[config.mk]
export PLATFORM = sky130hd
export DESIGN_NAME = utf8_to_utf16_bmp_decoder
export DESIGN_NICKNAME = d
export VERILOG_FILES = /design/src/hdl/u8u16_pkg.sv /design/src/hdl/u8u16_in_stage.sv /design/src/hdl/u8u16_decode.sv /design/src/hdl/u8u16_out_stage.sv /design/src/hdl/utf8_to_utf16_bmp_decoder.sv
export SDC_FILE = /design/constraint.sdc
export NUM_CORES = 1
export LEC_CHECK = 0
export BUFFER_PORTS_ARGS = -buffer_cell sky130_fd_sc_hd__buf_2
export CORE_MARGIN = 5
export CORE_UTILIZATION = 35
export DETAILED_ROUTE_END_ITERATION = 6
export GPL_TIMING_DRIVEN = 0
export PLACE_DENSITY = 0.63
export SETUP_SLACK_MARGIN = 0.4
export SYNTH_ARGS = -nofsm -noshare
export SYNTH_HDL_FRONTEND = slang
export SYNTH_SLANG_ARGS = --single-unit
[constraint.sdc]
create_clock -name i_clk -period 4.45 [get_ports i_clk]
set_clock_uncertainty 0.2 [all_clocks]
set_input_delay 0 -clock i_clk [delete_from_list [all_inputs] [get_ports i_clk]]
set_output_delay 0 -clock i_clk [all_outputs]
set_load 0.02 [all_outputs]
[src/hdl/u8u16_pkg.sv]
// Shared types and constants for the UTF-8 to UTF-16 (BMP) decoder.
package u8u16_pkg;

    localparam int BYTE_W  = 8;
    localparam int UNIT_W  = 16;
    localparam int ACC_W   = 21;

    localparam logic [UNIT_W-1:0] C_MAX_UNITS_RST = 16'd256;
    localparam logic [UNIT_W-1:0] C_UNIT_QMARK    = 16'h003F;
    localparam logic [UNIT_W-1:0] C_UNIT_TERM     = 16'h0000;
    localparam logic [ACC_W-1:0]  C_BMP_MAX       = 21'h00FFFF;
    localparam logic [1:0]        C_CONT_TAG      = 2'b10;

    // One decoded result leaving the decode stage
    typedef struct packed {
        logic              valid;
        logic [UNIT_W-1:0] unit;
        logic              last;
    } t_result;

endpackage

[src/hdl/u8u16_in_stage.sv]
// Input register stage: holds one accepted byte until the decoder takes it.
module u8u16_in_stage
    import u8u16_pkg::*;
(
    input  logic              i_clk,
    input  logic              i_rst_n,
    input  logic              i_valid,
    input  logic [BYTE_W-1:0] i_byte,
    input  logic              i_step,
    output logic              o_ready,
    output logic              o_valid,
    output logic [BYTE_W-1:0] o_byte
);

    logic              r_valid;
    logic [BYTE_W-1:0] r_byte;
    logic              n_valid;

    // Take a new byte when empty or when the held one moves on
    assign o_ready = !r_valid || i_step;
    assign n_valid = (i_valid && o_ready) ? 1'b1 : (i_step ? 1'b0 : r_valid);

    always_ff @(posedge i_clk) begin
        if (!i_rst_n) begin
            r_valid <= 1'b0;
        end else begin
            r_valid <= n_valid;
        end
    end

    // Payload needs no reset
    always_ff @(posedge i_clk) begin
        if (i_valid && o_ready) begin
            r_byte <= i_byte;
        end
    end

    assign o_valid = r_valid;
    assign o_byte  = r_byte;

endmodule

[src/hdl/u8u16_decode.sv]
// Sequence decoder: holds string and sequence state, forms at most one unit per byte.
module u8u16_decode
    import u8u16_pkg::*;
(
    input  logic              i_clk,
    input  logic              i_rst_n,
    input  logic              i_cfg_we,
    input  logic [UNIT_W-1:0] i_cfg_data,
    input  logic              i_step,
    input  logic [BYTE_W-1:0] i_byte,
    output t_result           o_res
);

    logic [UNIT_W-1:0] r_max_units;
    logic [1:0]        r_bytes_pending, n_bytes_pending;
    logic [1:0]        r_seq_length,    n_seq_length;
    logic [ACC_W-1:0]  r_code_accum,    n_code_accum;
    logic              r_cont_bad,      n_cont_bad;
    logic [UNIT_W-1:0] r_units_sent,    n_units_sent;
    logic              r_dropping,      n_dropping;

    logic              want_term;
    logic              want_unit;
    logic [UNIT_W-1:0] unit_val;
    logic [UNIT_W-1:0] cap_m1;
    logic [ACC_W-1:0]  acc_shift;
    logic              bad_now;
    logic [1:0]        pend_dec;

    // Last usable slot index; a zero cap acts as one
    assign cap_m1 = (r_max_units == '0) ? '0 : (r_max_units - 16'd1);

    // Continuation byte folded into the accumulator
    assign acc_shift = {r_code_accum[ACC_W-7:0], i_byte[5:0]};
    assign bad_now   = r_cont_bad ||
                       ((r_seq_length >= 2'd2) && (i_byte[7:6] != C_CONT_TAG));
    assign pend_dec  = r_bytes_pending - 2'd1;

    // Next state and result for the byte at the decode stage
    always_comb begin
        n_bytes_pending = r_bytes_pending;
        n_seq_length    = r_seq_length;
        n_code_accum    = r_code_accum;
        n_cont_bad      = r_cont_bad;
        n_units_sent    = r_units_sent;
        n_dropping      = r_dropping;
        want_term       = 1'b0;
        want_unit       = 1'b0;
        unit_val        = C_UNIT_QMARK;
        o_res           = '{valid: 1'b0, unit: C_UNIT_TERM, last: 1'b0};

        if (r_dropping) begin
            // Discard up to and including the next zero
            if (i_byte == '0) begin
                n_dropping      = 1'b0;
                n_units_sent    = '0;
                n_bytes_pending = '0;
                n_seq_length    = '0;
                n_code_accum    = '0;
                n_cont_bad      = 1'b0;
            end
        end else if (r_bytes_pending != '0) begin
            if (i_byte == '0) begin
                want_term = 1'b1;
            end else if (pend_dec != '0) begin
                n_cont_bad      = bad_now;
                n_code_accum    = acc_shift;
                n_bytes_pending = pend_dec;
            end else begin
                want_unit = 1'b1;
                if (bad_now || acc_shift == '0 || acc_shift > C_BMP_MAX) begin
                    unit_val = C_UNIT_QMARK;
                end else begin
                    unit_val = acc_shift[UNIT_W-1:0];
                end
                n_bytes_pending = '0;
                n_seq_length    = '0;
                n_code_accum    = '0;
                n_cont_bad      = 1'b0;
            end
        end else begin
            case (i_byte) inside
                8'h00: begin
                    want_term = 1'b1;
                end
                [8'h01:8'h7F]: begin
                    want_unit = 1'b1;
                    unit_val  = {8'h00, i_byte};
                end
                [8'hC0:8'hDF]: begin
                    n_seq_length    = 2'd1;
                    n_bytes_pending = 2'd1;
                    n_code_accum    = {16'h0000, i_byte[4:0]};
                    n_cont_bad      = 1'b0;
                end
                [8'hE0:8'hEF]: begin
                    n_seq_length    = 2'd2;
                    n_bytes_pending = 2'd2;
                    n_code_accum    = {17'h00000, i_byte[3:0]};
                    n_cont_bad      = 1'b0;
                end
                [8'hF0:8'hF7]: begin
                    n_seq_length    = 2'd3;
                    n_bytes_pending = 2'd3;
                    n_code_accum    = {18'h00000, i_byte[2:0]};
                    n_cont_bad      = 1'b0;
                end
                default: begin
                    want_unit = 1'b1;
                    unit_val  = C_UNIT_QMARK;
                end
            endcase
        end

        // Cap check: the unit that would fill the last slot turns into the terminator
        if (want_unit && (r_units_sent >= cap_m1)) begin
            n_dropping = 1'b1;
            want_term  = 1'b1;
        end

        if (want_term) begin
            o_res           = '{valid: 1'b1, unit: C_UNIT_TERM, last: 1'b1};
            n_units_sent    = '0;
            n_bytes_pending = '0;
            n_seq_length    = '0;
            n_code_accum    = '0;
            n_cont_bad      = 1'b0;
        end else if (want_unit) begin
            o_res        = '{valid: 1'b1, unit: unit_val, last: 1'b0};
            n_units_sent = r_units_sent + 16'd1;
        end
    end

    // Configuration register
    always_ff @(posedge i_clk) begin
        if (!i_rst_n) begin
            r_max_units <= C_MAX_UNITS_RST;
        end else if (i_cfg_we) begin
            r_max_units <= i_cfg_data;
        end
    end

    // Advance state once per byte taken
    always_ff @(posedge i_clk) begin
        if (!i_rst_n) begin
            r_bytes_pending <= '0;
            r_seq_length    <= '0;
            r_code_accum    <= '0;
            r_cont_bad      <= 1'b0;
            r_units_sent    <= '0;
            r_dropping      <= 1'b0;
        end else if (i_step) begin
            r_bytes_pending <= n_bytes_pending;
            r_seq_length    <= n_seq_length;
            r_code_accum    <= n_code_accum;
            r_cont_bad      <= n_cont_bad;
            r_units_sent    <= n_units_sent;
            r_dropping      <= n_dropping;
        end
    end

    // Terminator always carries a zero unit
    a_term_zero: assert property (@(posedge i_clk) disable iff (!i_rst_n)
        (o_res.valid && o_res.last) |-> (o_res.unit == C_UNIT_TERM))
        else $error("terminator with nonzero unit");

    // Nothing comes out while dropping
    a_drop_silent: assert property (@(posedge i_clk) disable iff (!i_rst_n)
        r_dropping |-> !o_res.valid)
        else $error("result produced while dropping");

    // Pending count never exceeds the sequence length
    a_pend_len: assert property (@(posedge i_clk) disable iff (!i_rst_n)
        r_bytes_pending <= r_seq_length)
        else $error("pending count above sequence length");

    // A terminator restarts the string count and the sequence
    a_term_clear: assert property (@(posedge i_clk) disable iff (!i_rst_n)
        (i_step && o_res.valid && o_res.last) |=>
            (r_units_sent == '0 && r_bytes_pending == '0))
        else $error("state not cleared after terminator");

endmodule

[src/hdl/u8u16_out_stage.sv]
// Output register stage: holds one code unit until the downstream side takes it.
module u8u16_out_stage
    import u8u16_pkg::*;
(
    input  logic              i_clk,
    input  logic              i_rst_n,
    input  logic              i_load,
    input  t_result           i_res,
    input  logic              i_ready,
    output logic              o_free,
    output logic              o_valid,
    output logic [UNIT_W-1:0] o_unit,
    output logic              o_last
);

    logic              r_valid;
    logic [UNIT_W-1:0] r_unit;
    logic              r_last;

    // Free when empty or when the held unit leaves this cycle
    assign o_free = !r_valid || i_ready;

    always_ff @(posedge i_clk) begin
        if (!i_rst_n) begin
            r_valid <= 1'b0;
        end else if (i_load) begin
            r_valid <= 1'b1;
        end else if (i_ready) begin
            r_valid <= 1'b0;
        end
    end

    always_ff @(posedge i_clk) begin
        if (i_load) begin
            r_unit <= i_res.unit;
            r_last <= i_res.last;
        end
    end

    assign o_valid = r_valid;
    assign o_unit  = r_unit;
    assign o_last  = r_last;

endmodule

[src/hdl/utf8_to_utf16_bmp_decoder.sv]
// Top level of the UTF-8 to UTF-16 (BMP) stream decoder.
//
//  Channel   Direction  Payload (low bit up)           Transaction
//  s_axis    in         tdata[7:0] = in_byte            tvalid & tready
//  m_axis    out        tdata[15:0] = code_unit,        tvalid & tready
//                       tlast = is_last
//  cfg       in         i_cfg_wr_data[15:0] = max_units i_cfg_wr_en
//
// One byte per cycle sustained while m_axis does not stall; a byte's result passes from
// the input register through the decode stage into the output register, then onto m_axis.
// The sequence state updates once per byte at the decode stage.
// Synchronous active-low reset clears control state; max_units returns to 256.
// A stall on m_axis holds the decode stage; s_axis_tready falls once the input register is full.
module utf8_to_utf16_bmp_decoder
    import u8u16_pkg::*;
(
    input  logic              i_clk,
    input  logic              i_rst_n,
    input  logic              i_cfg_wr_en,
    input  logic [UNIT_W-1:0] i_cfg_wr_data,
    input  logic              s_axis_tvalid,
    output logic              s_axis_tready,
    input  logic [BYTE_W-1:0] s_axis_tdata,   // [7:0] in_byte
    output logic              m_axis_tvalid,
    input  logic              m_axis_tready,
    output logic [UNIT_W-1:0] m_axis_tdata,   // [15:0] code_unit
    output logic              m_axis_tlast    // is_last
);

    logic              in_valid;
    logic [BYTE_W-1:0] in_byte;
    logic              out_free;
    logic              step;
    t_result           res;

    // Decode one held byte whenever the output register can take its result
    assign step = in_valid && out_free;

    u8u16_in_stage u_in (
        .i_clk   (i_clk),
        .i_rst_n (i_rst_n),
        .i_valid (s_axis_tvalid),
        .i_byte  (s_axis_tdata),
        .i_step  (step),
        .o_ready (s_axis_tready),
        .o_valid (in_valid),
        .o_byte  (in_byte)
    );

    u8u16_decode u_dec (
        .i_clk      (i_clk),
        .i_rst_n    (i_rst_n),
        .i_cfg_we   (i_cfg_wr_en),
        .i_cfg_data (i_cfg_wr_data),
        .i_step     (step),
        .i_byte     (in_byte),
        .o_res      (res)
    );

    u8u16_out_stage u_out (
        .i_clk   (i_clk),
        .i_rst_n (i_rst_n),
        .i_load  (step && res.valid),
        .i_res   (res),
        .i_ready (m_axis_tready),
        .o_free  (out_free),
        .o_valid (m_axis_tvalid),
        .o_unit  (m_axis_tdata),
        .o_last  (m_axis_tlast)
    );

endmodule

Word level (Yosys, flattened, before mapping)

Index checks and enable logic that the tools add are counted.
Widths: inputs -> output; s select.

Reductions and logical operators: 31
Muxes and demuxes: 71
Add/sub/neg operators: 3
Equality and inequality tests: 5
Bitwise logic cells: 1
Order comparisons: 11

Operators with widths:

| operator              | number |
|---|---|
| $mux 16               | 11 |
| $mux 15               | 11 |
| $mux 18               | 2 |
| $mux 2                | 16 |
| $mux 1                | 30 |
| $ge 8x8->1 const B    | 3 |
| $le 8x8->1 const B    | 3 |
| $gt 21x16->1 const B  | 1 |
| $logic_not 21->1      | 1 |
| $add 16x1->16 const B | 1 |
| $ge 16x16->1          | 1 |
| $logic_not 16->1      | 1 |
| $sub 16x1->16 const B | 1 |
| $logic_and 1x1->1     | 9 |
| $ge 8x1->1 const B    | 1 |
| $le 8x7->1 const B    | 1 |
| $logic_not 8->1       | 1 |
| $mux 8                | 1 |
| $reduce_bool 2->1     | 4 |
| $reduce_and 6->1      | 1 |
| $reduce_bool 3->1     | 2 |
| $reduce_bool 6->1     | 1 |
| $logic_or 1x1->1      | 5 |
| $reduce_and 5->1      | 1 |
| 12 further kinds      | 13 |

Bits of input ports: 29
Output and inout port bits: 19
Register bits: 80
Word-level logic and storage cells: 135

Depth between registers and ports, before layout

Gate-level depths: netlist (run 1).

Word-level depth: 14
Depth in mapped cells: 16
Depth with buffers taken out: 14

Hierarchy

A second synthesis (run 1) with hierarchy kept.

Cells, all modules: 417
Area, all modules: 4038.9 µm²

Modules (own cells, without submodules):

| module                    | instances | cells an instance | area an instance (µm²) | sequential area each (µm²) |
|---|---|---|---|---|
| u8u16_decode              | 1         | 381               | 3169.3                 | 1041.0 |
| u8u16_out_stage           | 1         | 21                | 559.3                  | 530.5 |
| u8u16_in_stage            | 1         | 13                | 297.8                  | 260.2 |
| utf8_to_utf16_bmp_decoder | 1         | 2                 | 12.5                   | 0.0 |

Worst setup path before layout (run 1)

No wires, ideal clock.

Path kind: flip-flop to flip-flop
Start: register u_dec.r_max_units[6]
End: register u_dec.r_bytes_pending[1]
Library setup time: 0.070 ns
Path slack: 0.753 ns
Required time: 4.180 ns
Arrival time: 3.427 ns
Stages on the path, launching flop included: 16
Clock period less this slack: 3.697 ns
Buffers on the path: 1
Cell sequence: dfxtp_1 > or4_1 > nor4_1 > nand2b_1 > nor2_1 > nand2_1 > buf_2 > nand2_1 > ha_1 > a211oi_2 > o21ai_1 > o2111ai_1 > o211ai_4 > a21bo_4 > or4b_1 > a21boi_1

Cells in the longest elaborated chain, start to end: 7
Elaborated cells between the ends (all ways): 12
Classes of those cells: add/sub (1); order compare (1); eq/ne (3); mux (3); reduce/logical (4)

Ends and longest elaborated chain:

| item                                              | RTL line            | text |
|---|---|---|
| start, declared                                   | u8u16_decode.sv:14  | `logic [UNIT_W-1:0] r_max_units;` |
| start signal, assigned                            | u8u16_decode.sv:139 | `r_max_units <= i_cfg_data;` |
| $sub 16x1->16 or $logic_not 16->1 (tied branches) | u8u16_decode.sv:31  | `assign cap_m1 = (r_max_units == '0) ? '0 : (r_max_units - 16'd1);` |
| $mux 16 (*)                                       | u8u16_decode.sv:31  |  |
| $ge 16x16->1 (*)                                  | u8u16_decode.sv:116 | `if (want_unit && (r_units_sent >= cap_m1)) begin` |
| $logic_and 1x1->1 (*)                             | u8u16_decode.sv:116 |  |
| $mux 1 (*)                                        | u8u16_decode.sv:116 |  |
| $ne 4x1->1 (no line) (tied with other cells)      | -                   |  |
| $reduce_and 5->1 (no line)                        | -                   |  |
| end signal, assigned                              | u8u16_decode.sv:153 | `r_bytes_pending <= n_bytes_pending;` |
| end, declared                                     | u8u16_decode.sv:15  | `logic [1:0] r_bytes_pending, n_bytes_pending;` |

Mark *: on every way between the ends. The rest lies on a longest branch, timed or not.
A chain may end at the register's enable or synchronous reset.

Final worst setup path (run 1)

Ends and elaborated chain as after synthesis.

==> results of run 1 <==
==> flip-flops by register name (all words and copies together), names as in the netlist, 2 cells and up <==
name and cells:
u_dec.r_max_units 16, u_in.o_byte 8, u_dec.r_units_sent 16, u_dec.r_code_accum 15
u_out.o_unit 16, u_dec.r_bytes_pending 2
==> per-stage QoR <==
step | total power (uW) | worst slack (ps) | cells | hold WS [ps]
5_1_grt | 1820 | 382 | 654 | 160
3_5_place_dp | 995 | 320 | 601 | -21.9
3_3_place_gp | 989 | 385 | 601 | -22.2
2_1_floorplan | 938 | 753 | 412 | -101
4_1_cts | 1750 | 420 | 652 | 150
6_report | 1740 | 558 | 654 | 160
==> kinds of logic (layout without fill, tap and decap cells) <==
| kind of cell | after synthesis | in the layout | synth area share |
|---|---|---|---|
| compound gates | 68 | 68 | 0.120 |
| mux | 19 | 19 | 0.0477 |
| buf+inv | 23 | 122 | 0.0254 |
| xor+xnor | 26 | 26 | 0.0571 |
| flops | 79 | 79 | 0.459 |
| simple gates | 178 | 178 | 0.231 |
| fa+ha+maj | 19 | 19 | 0.0596 |
==> area by class of cell <==
| cell class | count | area, um^2 | share of cell area |
|---|---|---|---|
| tap | 143 | 179 | 0.0350 |
| sequential | 79 | 1830 | 0.358 |
| clock buffer | 9 | 225 | 0.0440 |
| clock inverter | 7 | 73.8 | 0.0144 |
| buffer | 19 | 91.3 | 0.0178 |
| timing repair buffer | 83 | 593 | 0.116 |
| inverter | 4 | 15.0 | 0.00293 |
| multi-input combinational | 310 | 2110 | 0.412 |
==> power by group through the flow <==
stage          sequential (uW)  clock, uW  combinational (uW)
2_1_floorplan              812          0                 126
3_3_place_gp               809          0                 180
3_5_place_dp               809          0                 186
4_1_cts                    794        744                 214
5_1_grt                    798        779                 246
6_report                   796        728                 219
==> path summary, 6_finish.rpt <==
check,start,to,slack (ps)
setup / recovery,u_dec.r_max_units[6],u_dec.r_bytes_pending[1],560
setup reg to reg,u_dec.r_max_units[6],u_dec.r_bytes_pending[1],560
hold reg to reg,u_dec.r_seq_length[1],u_dec.r_seq_length[1],270
hold / removal,s_axis_tdata[5],u_in.o_byte[5],160
==> synth_stat cells (all sizes together), types with 5 or more instances <==
cell type / n / area (um^2)
a21boi: 7 / 52.6
a21oi: 11 / 62.6
and3: 13 / 81.3
buf: 5 / 33.8
clkbuf: 14 / 52.6
dfxtp: 54 / 1080
edfxtp: 25 / 751
ha: 19 / 238
mux2i: 19 / 190
nand2: 50 / 195
nand2b: 5 / 31.3
nand3: 20 / 100
nand4: 5 / 31.3
nor2: 34 / 128
nor2b: 18 / 113
nor3: 8 / 40.0
nor4: 7 / 65.1
o21a: 10 / 75.1
o21ai: 21 / 109
xnor2: 6 / 52.6
xor2: 20 / 175
==> routing by layer <==
metal / up-vias / share of wire
met5: - / 0
met4: 0 / 0.014
met3: 13 / 0.055
met2: 82 / 0.45
met1: 1483 / 0.48
li1: 1660 / -
==> worst reg2reg max path, delay by kind of cell (launching register included) <==
kind,cells,cell delay [ps]
adders and majority gates,1,270
AOI/OAI and AO/OA,6,1060
DFF,1,350
and+or+nand+nor,7,1750
buffers and inverters,1,180
==> timing repair <==
action | CTS | global route
hold endpoints to repair | 39 | 0
hold buffers | 34 | 0
buffers inserted | 1 | 2
gates resized for setup | 3 | 13
endpoints found under the setup margin | 21 | 45
pin swaps | 2 | 7
==> flow_summary.yaml, run 1 <==
place:
  io_buffer_count: 46
  placement.cell_area_um2: 4400
  dpl.hpwl_um: 6570
  gp_congestion: 0.845
route:
  drc: 0
  detail_route.wl_per_cell_um: 13.9
  via_count: 3238
  routed_wl_um: 9100
  drtIter0Drc: 172
  vias_per_cell: 4.95
  drtPass1Iterations: 4
  drt.antenna.violating_nets: 0
logic_synthesis:
  syn_inst: 412
  yosysWarnings: 0
  ys_async_sr_fraction: 0
  ys.flop_type: "dfxtp_1"
  synth_area_um2: 3990
  yosysSeqAreaShare: 0.459
  ys_seq_elements: 79
  synth.net_count: 460
  synth.avg_cell_area_um2: 9.68
  ys_types: 51
  synth_edf_count: 25
cells_and_area:
  final_area_um2: 5120
  nNetsFinal: 554
  final_util: 0.454
  diodes: 0
  area_growth_syn_to_layout_pct: 28.3
  num-fill-cells: 1032
  final_common_cell: "dfxtp_1"
  layout_common_cells: "dfxtp_1 (53), nand2_1 (48), buf_2 (48)"
  drive_gt1_frac: 0.186
global_routing:
  groute.usage.overall: 0.141
  grt_pass1_wl_um: 15000
  busiest_layer: "met2"
  use_met3: 0.0383
  use_met1: 0.196
  grt_overflow_total: 0
  antenna_found_initial: 0
  grt_pass1_vias: 3090
  grt_max_degree: 19
  use_met2: 0.210
power:
  power.internal_uw: 1310
  powerDensity_nw_per_um2: 340
  p_clk_frac: 0.418
  p_switching_uw: 436
  leakage_uw: 0.00207
  comb_power_share: 0.125
  peakVddDrop_mv: 0.261
  swShare: 0.250
  seqPwrFrac: 0.457
timing:
  final.setup.tns_ps: 0
  worst_pin_slew_ps: 981
  hold_violations: 0
  setup_viol_count_final: 0
  fin_crit_ps: 3890
  relSlewSlack: 0.346
  finalCritPeriodShare: 0.875
  rsz0062_at_grt: "no"
  slew_violations: 0
  fmax_mhz: 257
cts:
  cts_buffers: 9
  clk_pin_slew_ps: 60
  clk_path_buf_depth: 2
  cts_root_buf: "clkbuf_16"
  worstSkewPairLatency_ps: 340
  htree_levels: 3
  clkSinkCount: 79
  cts_tree: "yes"
critical_path:
  cp-start-kind: "register"
  cp-end-kind: "register"
  crit_family: "simple AND/OR/NAND/NOR gates"
  path_depth: 15
  r2r_cells: 15
  crit_arrival_ps: 3960
  cp.buffers_inverters: 1
  path_max_fanout: 10
  cp_data_required_time_ps: 4520
  critPathSlowestCell: "or4_4"
  critPathKind: "register to register"
  cp_cell_sequence: "or4_4, nor4_4, nand2b_1, nor2_1, nand2_2, buf_4, nand2_1, ha_1, a211oi_2, o21ai_1, o2111ai_2, o211ai_4, a21bo_4, or4b_1, a21boi_1"
  cpPeakStageDelay_ps: 560
flow_run:
  cap_violations: 0
die:
  ioPinCount: 48
  die_y_um: 117
  coreArea_um2: 11300
  die_area_um2: 13600
  die_w_um: 117
  rows: 39
  initial_core_util: 0.354
status:
  status: "completed"
hold_path:
  hold_depth: 2
  hold_class: "input pin to register"
Power figures use the tool's default switching activity.
==> run 2: changes to the inputs <==
--- a/config.mk
+++ b/config.mk
@@ -5,12 +5,13 @@
 export SDC_FILE = /design/constraint.sdc
 export NUM_CORES = 1
 export LEC_CHECK = 0
+export ABC_AREA = 1
 export BUFFER_PORTS_ARGS = -buffer_cell sky130_fd_sc_hd__buf_2
 export CORE_MARGIN = 5
 export CORE_UTILIZATION = 35
 export DETAILED_ROUTE_END_ITERATION = 6
 export GPL_TIMING_DRIVEN = 0
-export PLACE_DENSITY = 0.63
+export PLACE_DENSITY = 0.62
 export SETUP_SLACK_MARGIN = 0.4
 export SYNTH_ARGS = -nofsm -noshare
 export SYNTH_HDL_FRONTEND = slang
==> run 2 against run 1 <==
Against the previous run: non-clock buffer count is 9 higher; final area is 13% higher; die area is 13% higher; register-to-register slack better by 250 ps.
==> flow_summary.yaml, run 2 <==
status:
  status: "completed"
cells_and_area:
  nNetsFinal: 762
  layout_common_cells: "nand2_1 (116), nor2_1 (105), nand3_1 (54), dfxtp_1 (54)"
  drive_gt1_frac: 0.142
  final_area_um2: 5770
  area_growth_syn_to_layout_pct: 26.6
  num-fill-cells: 1277
  final_common_cell: "nand2_1"
  diodes: 0
global_routing:
  grt_max_degree: 16
  use_met2: 0.281
  antenna_found_initial: 0
  grt_pass1_vias: 4155
  use_met3: 0.0327
  grt_overflow_total: 0
  groute.usage.overall: 0.153
  busiest_layer: "met2"
  use_met1: 0.179
  grt_pass1_wl_um: 18800
power:
  peakVddDrop_mv: 0.144
  comb_power_share: 0.167
  swShare: 0.280
  p_clk_frac: 0.412
  seqPwrFrac: 0.420
  p_switching_uw: 540
  powerDensity_nw_per_um2: 334
  leakage_uw: 0.00245
  power.internal_uw: 1390
critical_path:
  cp.buffers_inverters: 2
  cpPeakStageDelay_ps: 450
  cp_cell_sequence: "nor2_1, inv_1, nor4_2, nand3_1, nor3_1, xor2_1, nand2_1, ha_1, nand2_1, nor3_1, nand3_1, nand3_1, nand2_8, nand3_4, buf_6, a21oi_1"
  critPathKind: "register to register"
  cp-start-kind: "register"
  crit_arrival_ps: 3500
  crit_family: "simple AND/OR/NAND/NOR gates"
  r2r_start: "u_dec.r_max_units[4]"
  path_max_fanout: 10
  rrSetupSlack_ps: 810
  r2r-end: "u_out.o_unit[5]"
  cp_data_required_time_ps: 4320
  crit_path_frequent_cell: "nand3_1"
  critPathSlowestCell: "nor4_2"
  r2r_cells: 16
  cp-end-kind: "register"
route:
  drc: 0
  vias_per_cell: 4.89
  via_count: 4360
  routed_wl_um: 11400
  drt.antenna.violating_nets: 0
  drtPass1Iterations: 5
  drtIter0Drc: 295
  detail_route.wl_per_cell_um: 12.8
cts:
  cts_tree: "yes"
  ctsResizeCount: 0
  cts_root_buf: "clkbuf_16"
  htree_levels: 3
  worstSkewPairLatency_ps: 350
  postCtsHoldBufs: 43
  clk_path_buf_depth: 2
  clkSinkCount: 79
  clk_pin_slew_ps: 60
  post_cts_buffers: 0
  cts_buffers: 9
flow_run:
  cap_violations: 0
timing:
  relSlewSlack: 0.461
  hold_violations: 0
  final.setup.tns_ps: 0
  rsz0062_at_grt: "no"
  slew_violations: 0
  setup_viol_count_final: 0
  fin_crit_ps: 3640
  finalCritPeriodShare: 0.818
  fmax_mhz: 275
  fin_ws_ps: 811
  worst_pin_slew_ps: 801
logic_synthesis:
  yosysMostFrequentCell: "nand2_1"
  synth.net_count: 661
  synth_area_um2: 4560
  synth_edf_count: 25
  synth.avg_cell_area_um2: 7.43
  yosysSeqAreaShare: 0.402
  ys_types: 38
  ys.flop_type: "dfxtp_1"
  synth_top_cell_by_area: "dfxtp_1"
  ys_async_sr_fraction: 0
  yosysTopAreaCellShare: 0.237
  syn_inst: 613
  netlist_top_cells_count: "nand2_1 (116), nor2_1 (105), dfxtp_1 (54), nand3_1 (54), inv_1 (52)"
  yosysWarnings: 0
  ys_seq_elements: 79
  yosys-top-cells-area: "dfxtp_1 (24%), edfxtp_1 (16%), nand2_1 (9.6%)"
die:
  die_area_um2: 15400
  die_w_um: 124
  ioPinCount: 48
  rows: 41
  coreArea_um2: 12700
  initial_core_util: 0.360
  die_y_um: 124
hold_path:
  hold_depth: 4
  hold_class: "input pin to register"
  worstHoldStart: "i_cfg_wr_en"
  holdPathEnd: "u_dec.r_max_units[8]"
place:
  dpl.hpwl_um: 8300
  io_buffer_count: 46
  placement.cell_area_um2: 5010
  dp_slack_ps: 825
  gp_congestion: 0.845
run 2: changes by cell type in the layout (fill, tap and decap cells not counted), moves of 6 or more:
cell | before | now
o21ai_0 | 16 | 26
a21oi_1 | 8 | 50
nand2_1 | 48 | 116
inv_1 | 4 | 52
nand4_1 | 5 | 14
mux2i_1 | 19 | 0
nor2_1 | 34 | 105
o21a_1 | 10 | 0
nand3_1 | 20 | 54
and3_1 | 13 | 0
nor3_1 | 8 | 19
nor2b_1 | 18 | 0
dlygate4sd3_1 | 34 | 43
xor2_1 | 20 | 14
run 2: power groups by stage:
stage / Clock (uW) / Combinational, uW / Sequential, uW
2_1_floorplan: 0 / 200 / 834
3_3_place_gp: 0 / 282 / 826
3_5_place_dp: 0 / 290 / 826
4_1_cts: 817 / 323 / 811
5_1_grt: 847 / 361 / 815
6_report: 795 / 323 / 811
run 2: per-stage QoR:
stage	hold WS [ps]	util	power, uW	cells
6_report	26.9	0.455	1930	891
2_1_floorplan	-101	-	1030	613
5_1_grt	45.4	0.455	2020	891
3_5_place_dp	-20.8	0.396	1120	832
4_1_cts	5.70	0.455	1950	891
3_3_place_gp	-21.6	0.395	1110	831
run 2: layout make-up:
class / instances / area (um^2) / share of cell area
Buffer: 21 / 116 / 0.0202
Multi-Input combinational cell: 455 / 2390 / 0.414
Timing Repair Buffer: 90 / 672 / 0.116
Sequential cell: 79 / 1830 / 0.317
Inverter: 58 / 218 / 0.0377
Tap cell: 172 / 215 / 0.0373
Clock buffer: 10 / 250 / 0.0434
Clock inverter: 6 / 76.3 / 0.0132
run 2: tightest hold or removal path, delay by kind of cell:
kind,cells,cell delay [ps]
simple gates,2,190
buf+inv,2,320
run 2: cell families after synthesis:
group                      synth area share
and+or+nand+nor                       0.337
buffers and inverters                0.0733
adders and majority gates            0.0522
xor gates and xnor gates             0.0384
AOI/OAI and AO/OA                    0.0969
DFF                                   0.402
run 2: worst max path at each step:
stage,from,endpoint,cells past startpoint
2_1_floorplan,u_dec.r_max_units[4],u_out.o_unit[0],16
3_3_place_gp,u_in.o_byte[3],u_out.o_unit[14],7
3_5_place_dp,u_dec.r_max_units[4],u_out.o_unit[5],16
4_1_cts,u_dec.r_max_units[4],u_out.o_unit[5],16
5_1_grt,u_dec.r_max_units[4],u_dec.r_code_accum[1],19
6_report,u_dec.r_max_units[4],u_out.o_unit[5],16
run 2: metal layers:
layer / part of all wire / routed length (um) / vias to the layer above
met1: 0.43 / 4940 / 2027
met3: 0.042 / 482 / 12
li1: - / - / 2235
met4: 0.014 / 157 / 0
met5: 0 / 0 / -
met2: 0.51 / 5820 / 86
==> run 3: changes to the inputs <==
==> constraint.sdc (replaced) <==
create_clock -name i_clk -period 3.7 [get_ports i_clk]
set_clock_uncertainty 0.2 [all_clocks]
set_input_delay 0 -clock i_clk [delete_from_list [all_inputs] [get_ports i_clk]]
set_output_delay 0 -clock i_clk [all_outputs]
set_load 0.02 [all_outputs]
==> run 3 against run 2 <==
Against the previous run: combinational power grew 34%; global-route usage grew 0.22 points; sequential share of layout area shrank 1.3 points; utilization grew 2.1 points; maximum frequency grew 14%; setup slack lost 290 ps; critical path depth is the same.
==> flow_summary.yaml, run 3 (synthesis gave the netlist of run 2 again) <==
status:
  status: "completed"
power:
  finalPower_uw: 2370
  leakage_uw: 0.00253
  powerDensity_nw_per_um2: 393
  peakVddDrop_mv: 0.172
cts:
  clkSinkCount: 79
  htree_levels: 3
  cts_tree: "yes"
  cts_root_buf: "clkbuf_16"
  worstSkewPairLatency_ps: 350
  cts_buffers: 9
  clk_pin_slew_ps: 60
  clk_path_buf_depth: 2
cells_and_area:
  multi_input_area_um2: 2560
  layout_common_cells: "nand2_1 (110), nor2_1 (98), nand3_1 (51), buf_2 (51), dfxtp_1 (51)"
  nNetsFinal: 769
  final_common_cell: "nand2_1"
  drive_gt1_frac: 0.196
  final_area_um2: 6040
  area_growth_syn_to_layout_pct: 32.5
  num-fill-cells: 1233
  final-seq-area_um2: 1840
critical_path:
  critPathSlowestCell: "dfxtp_1"
  cp_cell_sequence: "nor2_2, nand2_2, nor4_4, nand3_2, nor3_2, xor2_1, nand2_1, ha_1, a21oi_1, o21ai_0, a21oi_2, nand3_4, nand2_8, nand3_4, buf_4, nor3_1"
  crit_arrival_ps: 3160
  cp-end-kind: "register"
  critPathKind: "register to register"
  cpPeakStageDelay_ps: 360
  cp_data_required_time_ps: 3680
  crit_path_frequent_cell: "nand3_4"
  cp-start-kind: "register"
  path_max_fanout: 6
global_routing:
  grt_max_degree: 16
  grt_pass1_wl_um: 19000
  antenna_found_initial: 0
  grt_overflow_total: 0
  grt_pass1_vias: 4197
  groute.usage.overall: 0.156
timing:
  fin_crit_ps: 3180
  final.setup.tns_ps: 0
  fmax_mhz: 314
  hold_violations: 0
  rsz0062_at_grt: "yes"
  relSlewSlack: 0.471
  slew_violations: 0
  fin_ws_ps: 520
  setup_viol_count_final: 0
  finalCritPeriodShare: 0.859
  hold_slack_ps: 33.6
  worst_pin_slew_ps: 788
route:
  via_count: 4463
  drtIter0Drc: 228
  routed_wl_um: 12000
  drc: 0
  detail_route.wl_per_cell_um: 13.3
  drt.antenna.violating_nets: 0
  vias_per_cell: 4.96
  drtPass1Iterations: 6
hold_path:
  hold_class: "input pin to register"
die:
  coreArea_um2: 12700
  die_w_um: 124
  rows: 41
  die_area_um2: 15400
  initial_core_util: 0.360
  ioPinCount: 48
  die_y_um: 124
place:
  placement.cell_area_um2: 5010
  dpl.hpwl_um: 8300
  io_buffer_count: 46
  gp_congestion: 0.845
  dp_slack_ps: 74.5
flow_run:
  cap_violations: 0
## run 3: cell count changes in the layout (fill, tap and decap cells not counted), moves of 3 or more
cell / change
nor2_2: +6
nor4_4: +3
nor2_1: -7
nor3_1: -3
inv_1: -3
nand2_2: +5
nand3_1: -3
dfxtp_2: +3
buf_4: +4
nand2_1: -6
dfxtp_1: -3
nor3_2: +3
## run 3: per-layer routing
metal	GRT usage	wire length, um	part of all wire	vias up
met4	0.0459	228	0.019	0
met3	0.0327	622	0.052	21
li1	-	-	-	2247
met5	0	0	0	-
met1	0.183	4950	0.41	2071
met2	0.284	6170	0.52	124
## run 3: area by class of cell
class | instances | share of cell area
clock buffers | 10 | 0.0415
flip-flops and latches | 79 | 0.304
well taps | 172 | 0.0357
clock inverters | 6 | 0.0126
diodes | 1 | 0.000415
repair buffers | 97 | 0.123
plain buffers | 21 | 0.0228
inverters | 58 | 0.0365
multi-input cells | 455 | 0.424
## run 3: power by group
part	internal, uW	total, uW	leakage, uW	switching, uW
Clock	573	959	0.000160	386
Combinational	178	432	0.00169	254
Sequential	943	980	0.000676	36.7
Total	1690	2370	0.00253	677
## run 3: stage by stage
stage / cells / util
finish: 899 / 0.476
global route: 898 / 0.476
CTS: 893 / 0.460
detailed placement: 832 / 0.396
global placement: 831 / 0.395
floorplan: 613 / -
## run 3: what timing repair did
item / CTS / global route
endpoints found under the hold margin: 37 / 0
setup buffers: 2 / 4
gates resized for setup: 7 / 41
pin swaps: 2 / 13
endpoints found under the setup margin: 52 / 52
hold buffers: 43 / 0
cloned: 0 / 1
## run 3: path summary, 6_finish.rpt
path	from	to	slack [ps]	depth (start not counted)
max	u_dec.r_max_units[2]	u_out.o_unit[10]	520	16
min	i_cfg_wr_en	u_dec.r_max_units[8]	30	4
max reg2reg	u_dec.r_max_units[2]	u_out.o_unit[10]	520	16
min reg2reg	u_dec.r_code_accum[10]	u_dec.r_code_accum[10]	290	2
## run 3: critical path: cells and delay by family, from the launching register on
kind / cells / cell delay (ps)
AO/OA/AOI/OAI: 3 / 410
XOR/XNOR: 1 / 200
adder cells (fa/ha/maj): 1 / 310
buffers and inverters: 1 / 180
flip-flops: 1 / 360
AND/OR/NAND/NOR: 10 / 1350
